<file path="src/rtl/vdi_pkg.sv">
// ----------------------------------------------------------------------------
// Vertex dedup indexer package
// Shared types and float comparison helpers.
// ----------------------------------------------------------------------------
`default_nettype none
package vdi_pkg;

  localparam int unsigned NUM_COMP = 8;
  localparam int unsigned COMP_W = 32;
  localparam int unsigned VERT_W = NUM_COMP * COMP_W;
  localparam int unsigned IDX_OUT_W = 10;

  typedef logic [VERT_W-1:0] vert_t;

  typedef struct packed {
    logic  first;
    vert_t vert;
  } item_t;

  typedef enum logic [1:0] {
    ST_IDLE,
    ST_READ,
    ST_CMP,
    ST_DONE
  } state_t;

  function automatic logic is_nan(input logic [COMP_W-1:0] b);
    return b[COMP_W-2:0] > 31'h7F80_0000;
  endfunction

  function automatic logic comp_eq(input logic [COMP_W-1:0] a, input logic [COMP_W-1:0] b);
    logic r;
    r = 1'b0;
    if (is_nan(a) || is_nan(b)) begin
      r = 1'b0;
    end else if (a[COMP_W-2:0] == '0 && b[COMP_W-2:0] == '0) begin
      r = 1'b1;
    end else begin
      r = (a == b);
    end
    return r;
  endfunction

  function automatic logic vert_eq(input vert_t a, input vert_t b);
    logic r;
    r = 1'b1;
    for (int c = 0; c < NUM_COMP; c++) begin
      r = r & comp_eq(a[c*COMP_W +: COMP_W], b[c*COMP_W +: COMP_W]);
    end
    return r;
  endfunction

endpackage
`default_nettype wire

</file>
<file path="src/rtl/vdi_queue.sv">
// ----------------------------------------------------------------------------
// Vertex dedup indexer input queue
// Two-entry queue that parts the accepting front from the search engine.
// ----------------------------------------------------------------------------
`default_nettype none
module vdi_queue
  import vdi_pkg::*;
(
  input  wire logic  clk,
  input  wire logic  rst,
  input  wire logic  in_valid,
  output logic       in_ready,
  input  wire item_t in_item,
  output logic       out_valid,
  input  wire logic  out_ready,
  output item_t      out_item
);

  item_t      slot [2];
  logic       wr_ptr;
  logic       rd_ptr;
  logic [1:0] count;
  logic       push;
  logic       pop;

  assign in_ready  = (count != 2'd2);
  assign out_valid = (count != 2'd0);
  assign out_item  = slot[rd_ptr];
  assign push      = in_valid && in_ready;
  assign pop       = out_valid && out_ready;

  always_ff @(posedge clk) begin
    if (push) begin
      slot[wr_ptr] <= in_item;
    end
    if (rst) begin
      wr_ptr <= 1'b0;
      rd_ptr <= 1'b0;
      count  <= 2'd0;
    end else begin
      if (push) begin
        wr_ptr <= ~wr_ptr;
      end
      if (pop) begin
        rd_ptr <= ~rd_ptr;
      end
      count <= count + {1'b0, push} - {1'b0, pop};
    end
  end

endmodule
`default_nettype wire

</file>
<file path="config.mk">
export PLATFORM = sky130hd
export DESIGN_NAME = vdi_queue
export DESIGN_NICKNAME = d
export VERILOG_FILES = /design/src/rtl/vdi_pkg.sv /design/src/rtl/vdi_queue.sv
export SDC_FILE = /design/constraint.sdc
export NUM_CORES = 1
export LEC_CHECK = 0
export BUFFER_PORTS_ARGS = -buffer_cell sky130_fd_sc_hd__buf_2
export CAP_MARGIN = 20
export CORE_UTILIZATION = 40
export CTS_CLUSTER_SIZE = 20
export DETAILED_ROUTE_END_ITERATION = 8
export PLACE_DENSITY_LB_ADDON = 0.2
export SYNTH_ARGS = -nofsm -noshare
export SYNTH_HDL_FRONTEND = slang
export SYNTH_SLANG_ARGS = --single-unit
</file>
<file path="constraint.sdc">
create_clock -name clk -period 34.2 [get_ports clk]
set_input_delay 6.84 -clock clk [delete_from_list [all_inputs] [get_ports clk]]
set_output_delay 6.84 -clock clk [all_outputs]
set_load 0.005 [all_outputs]
</file>
==> metrics, run 1 <==
CP cell instances buf_4 > buf_4 > mux2_2 > buf_2; RR Endpoint slot[1][70]; GPL Wtd Cong between 0.8 and 0.9; commonest non-fill, non-tap cell in the layout buf_2; Max Cap Viol 0; post-synth top area share 78.0%; pre-CTS setup slack 24.18 ns; largest net degree at the start of global routing 119; CP dominant cell by count buf_4; outcome finished clean; Ys Warns 0; Slew headroom between 20% and 30%; Max Freq 94.7 MHz; CTS Root Cell clkbuf_16; Netlist Area Pre-Place 19,800 µm²; TritonCTS clock tree built; CP required 27.36 ns; Core Region just under 50,000 µm²; Final Max Slew Viols 0; routed len/inst 20.2 µm; buffer and inverter count on the worst path 3; die width 224 µm; path depth of the worst reg2reg path 4; min Tclk post-route 10.56 ns; final hold violation count 0; CP endpoint kind primary output; number of global-route vias before repair 10,000; post_cts resized 0; Die ar. 50,400 µm²; final worst slack 23.64 ns; XOR/XNOR Fraction of Synth Area 0.133%; design area about 25,000 µm²; leakage power 9.52 nW; Remaining DRCs 0; first-pass GRT wire length ~60,000 µm; Die Ht ~220 µm; post-synthesis simple-gate area fraction less than 1%; nets@finish 1,642; total nets after synthesis 1,087; Setup CP Type flop to primary output; largest family of logic cells by synthesized area multiplexers; PortBufs 519; area share of fa/ha/maj cells after synthesis 0.126%; R2R Path Start count[0]; cells after synthesis ~800; worst hold path startpoint rd_ptr; Max FO, Critical Path 50; FP Rows just over 80; Vias between 9,000 and 10,000; Post-CTS Hold Buffers 0; FILL cells 4,123; clk buf depth 3; Yosys cell types 19; Synth area leaders edfxtp_1 (78%), mux2_4 (17%), mux2_2 (1.6%), buf_6 (0.85%), buf_8 (0.83%); setup_tns 0 ns; Syn Area/Cell 24.0 µm²; reg2reg setup slack 30.74 ns; Worst path max stage delay roughly 0.85 ns; final core utilization about half; Final Cycle Share 30.9%; routed wire length 42,200 µm; total CTS buffers 53; I/O Pins 520; post-placement cell area 23,000 µm²; Synth-to-Final Area Change 24.1%; worst min-delay path class flop to flop; mux cell area share after synthesis 19.0%; cell depth of the worst setup path 4; share of cells above drive strength 1 60.3%; TritonRoute pass-1 iters 4; pwr/cell area 72.4 nW/µm²; DR iter-0 viols 412; CP max stage cell buf_4; Worst-path clk slew 0.06 ns; # Post-CTS Setup Buffers 0; # H-tree levels 2; startpoint types flop; worst-skew pair later-pin latency 0.58 ns; most frequent cells in the layout buf_2 (519), edfxtp_1 (514), mux2_4 (230); Post-DP HPWL ~29,000 µm; CP delay by family, top buffers and inverters; RSZ-0062 raised after global routing no; GRT Resource Usage Total 16.0%; vias per inst 4.58; area leader, netlist edfxtp_1; Worst-Margin Slew between 1 and 1.5 ns; Antenna Nets Post-Route 0; initial antenna violation count 14; Peak VDD IR 0.0517 mV; Worst Hold Path Cells 2; Clock Sinks 519; crit path DAT approximately 3.7 ns; GRT overflow 0; Yosys reg bits 519; Final setup viols 0; worst clock skew around 0.022 ns; Synth Area in Compound Gates 0.0379%; Starting Density 40.5%; post-synthesis sequential area ratio 78.5%
## worst max-delay path by stage
stage	slack, ns	endpoint
finish	23.64	out_item[25]
global route	23.45	out_item[25]
CTS	23.54	out_item[25]
global placement	24.24	slot[1][23]
floorplan	15.75	slot[0][0]
detailed placement	24.18	out_item[25]
## sequential cells by signal, summed over array words and instances (netlist names), named ones only
name and count:
wr_ptr 1, count 2, slot 514, rd_ptr 1
## layer usage
layer / share of wire, % / wire [µm] / track usage [%]
met5: 0.24 / 101 / 0
met4: 2.7 / 1130 / 6.47
met3: 9.7 / 4080 / 6.90
met2: 50 / 21200 / 27.0
met1: 37 / 15700 / 17.7
## synthesized netlist by cell type
cell and count:
edfxtp_1 514, mux2_4 230, mux2_2 28, buf_6 15, buf_8 11, dfxtp_1 5, nor2_1 5, buf_2 2
ha_1 2, nor2b_1 2, xnor2_1 2, and3_1 1, buf_12 1, inv_1 1, nand2_1 1, nand2b_1 1
o21a_1 1, or2_2 1, xor2_1 1
## worst reg2reg max path, delay by kind of cell, from the launching register on
| kind | cells | cell delay, ns |
|---|---|---|
| buffers and inverters | 2 | 1.74 |
| flip-flops | 1 | 0.36 |
| AND/OR/NAND/NOR | 2 | 0.90 |
## area by class of cell
class / instances / area (µm²) / share of cell area (%)
Sequential cell: 519 / 15500 / 63.3
Multi-Input combinational cell: 275 / 3890 / 15.9
Timing Repair Buffer: 529 / 2690 / 10.9
Clock buffer: 75 / 1450 / 5.91
Tap cell: 664 / 831 / 3.38
Clock inverter: 23 / 135 / 0.550
Antenna cell: 5 / 12.5 / 0.0510
Inverter: 1 / 3.75 / 0.0153
## cells by family after synthesis
group	after synthesis
buffers and inverters	30
DFF	519
muxes	258
xor gates and xnor gates	3
adders and majority gates	2
AOI/OAI and AO/OA	1
and+or+nand+nor	11
## per-stage QoR
stage          std cells  hold slack [ns]  power (W)
2_1_floorplan        824            0.481    0.00115
3_3_place_gp        1988            0.497    0.00127
3_5_place_dp        1988            0.499    0.00127
4_1_cts             2086            0.517    0.00180
5_1_grt             2089            0.539    0.00186
6_report            2091            0.515    0.00178
## where the power goes
| part | total, W | leakage, nW | switching (W) | internal, W |
|---|---|---|---|---|
| registers | 0.000830 | 4.84 | 0.0000290 | 0.000801 |
| logic | 0.000420 | 3.90 | 0.000193 | 0.000226 |
| clock network | 0.000529 | 0.771 | 0.000227 | 0.000302 |
| total | 0.00178 | 9.52 | 0.000449 | 0.00133 |
No activity file was read; power rests on OpenSTA's default activity.
==> run 2, diff against run 1 <==
==> constraint.sdc (replaced) <==
create_clock -name clk -period 9.3 [get_ports clk]
set_input_delay 1.86 -clock clk [delete_from_list [all_inputs] [get_ports clk]]
set_output_delay 1.86 -clock clk [all_outputs]
set_load 0.005 [all_outputs]
==> run 2 against run 1 <==
  * Wire length decreased by 0.53%
  * Non-clock buffer count decreased by 1
  * Global-route usage about the same
  * Highest routed layer unchanged
  * Combinational power increased to 3.7 times the previous value
==> metrics, run 2 (same netlist as run 1, synthesis figures left out) <==
routed wire length 42,000 µm (-0.53%); Max FO, Critical Path 117 (+130%); DR iter-0 viols 407 (-1.2%); post-placement cell area 23,000 µm² (about the same); setup_tns 0 ns (unchanged); clk buf depth 3 (unchanged); Slew headroom 25.9% (-1.3 points); CP endpoint kind primary output; CP required 7.44 ns (-19.92 ns); Die ar. 50,400 µm² (unchanged); Setup CP Type flop to primary output; post_cts resized 0 (unchanged); share of cells above drive strength 1 61.2% (+0.97 points); worst clock skew 0.0157 ns (-0.00608 ns); Core Region 48,800 µm² (unchanged); Worst-path clk slew 0.06 ns (about the same); R2R Path Start count[0]; worst min-delay path class flop to flop; outcome finished clean; Antenna Nets Post-Route 0 (unchanged); CTS Root Cell clkbuf_16; Peak VDD IR 0.188 mV (+260%); nets@finish 1,643 (+0.061%); Largest regs slot x514, count x2; RSZ-0062 raised after global routing no; # Post-CTS Setup Buffers 0 (unchanged); TritonCTS clock tree built; Biggest register slot; design area 24,800 µm² (+1.1%); Die Ht 224 µm (unchanged); PnR Total Power 0.00681 W (+280%); Final setup viols 0 (unchanged); Starting Density 40.5% (unchanged); I/O Pins 520 (unchanged); routed len/inst 20.0 µm (-0.68%); GRT met1 Usage 18.3% (+0.55 points); Worst-Margin Slew 1.11 ns (+0.0191 ns); die width 224 µm (unchanged); commonest non-fill, non-tap cell in the layout buf_2; TritonRoute pass-1 iters 6 (+2); Synth-to-Final Area Change 25.5%; first-pass GRT wire length 59,600 µm (about the same); Remaining DRCs 0 (unchanged); Post-CTS Hold Buffers 0 (unchanged); worst-skew pair later-pin latency 0.58 ns (about the same); PortBufs 519 (unchanged); Final Max Slew Viols 0 (unchanged); Reg area 15,500 µm² (unchanged); Vias 9,592 (+0.11%); largest net degree at the start of global routing 136 (+14%); initial antenna violation count 14 (unchanged); number of global-route vias before repair 9,823 (-1.9%); Max Cap Viol 0 (unchanged); crit path DAT 2.74 ns (-0.98 ns); FILL cells 4,067 (-1.4%); FP Rows 81 (unchanged); startpoint types flop; total CTS buffers 55 (+3.8%); GRT overflow 0 (unchanged); most frequent cells in the layout buf_2 (519), edfxtp_1 (514), mux2_4 (230); # H-tree levels 2 (unchanged); worst hold path startpoint rd_ptr; GR peak layer met2; vias per inst 4.58 (about the same); GPL Wtd Cong 0.727 (-11%); met2 GRT Util 26.4% (-0.67 points); min Tclk post-route 4.60 ns; Final Cycle Share 49.5%; Multi-input gate area 3890 µm² (unchanged); final hold violation count 0 (unchanged); Post-DP HPWL 27,400 µm (-4.3%); leakage power 9.65 nW (+1.4%); Max Freq about 220 MHz; Clock Sinks 519 (unchanged); GRT Resource Usage Total 16.0% (about the same); pwr/cell area 274 nW/µm² (+280%); number of flip-flops in the largest register 514 (unchanged); global-route met3 utilization 7.58% (+0.68 points)
==> run 2: report_power, final <==
part	switching, W	internal, W
clock network	0.000872	0.00134
logic	0.000733	0.000839
registers	0.0000870	0.00294
total	0.00169	0.00512
==> run 2: layout make-up <==
class	count	share of cell area, %
sequential	519	62.6
multi-input combinational	275	15.7
timing repair buffer	528	10.9
clock buffer	69	6.09
tap	664	3.35
clock inverter	32	1.35
antenna	6	0.0605
inverter	1	0.0151
==> run 2: critical path, cell delays in order (launching register included) <==
cell and delay [ns]:
dfxtp_4 0.68, buf_12 0.66, mux2_2 0.47, buf_2 0.14
==> run 2: routing by layer <==
layer / routed length (µm) / vias up
li1: - / 4409
met3: 4390 / 84
met5: 99 / -
met4: 937 / 16
met1: 16100 / 4726
met2: 20400 / 357
==> run 2: final timing paths <==
path	end	cells after the start	slack [ns]
setup / recovery	out_item[18]	3	4.70
setup reg to reg	slot[0][62]	5	6.60
hold / removal	rd_ptr	2	0.51
hold reg to reg	rd_ptr	2	0.51
==> run 2: per-stage QoR <==
stage	util, %	setup slack [ns]	instances	hold slack (ns)
after floorplan	-	0.188	824	0.481
final	50.8	4.70	2094	0.515
after CTS	50.8	4.69	2088	0.520
after global placement	47.0	5.14	1987	0.493
after detailed placement	47.0	5.15	1987	0.504
after global routing	50.8	4.60	2088	0.562
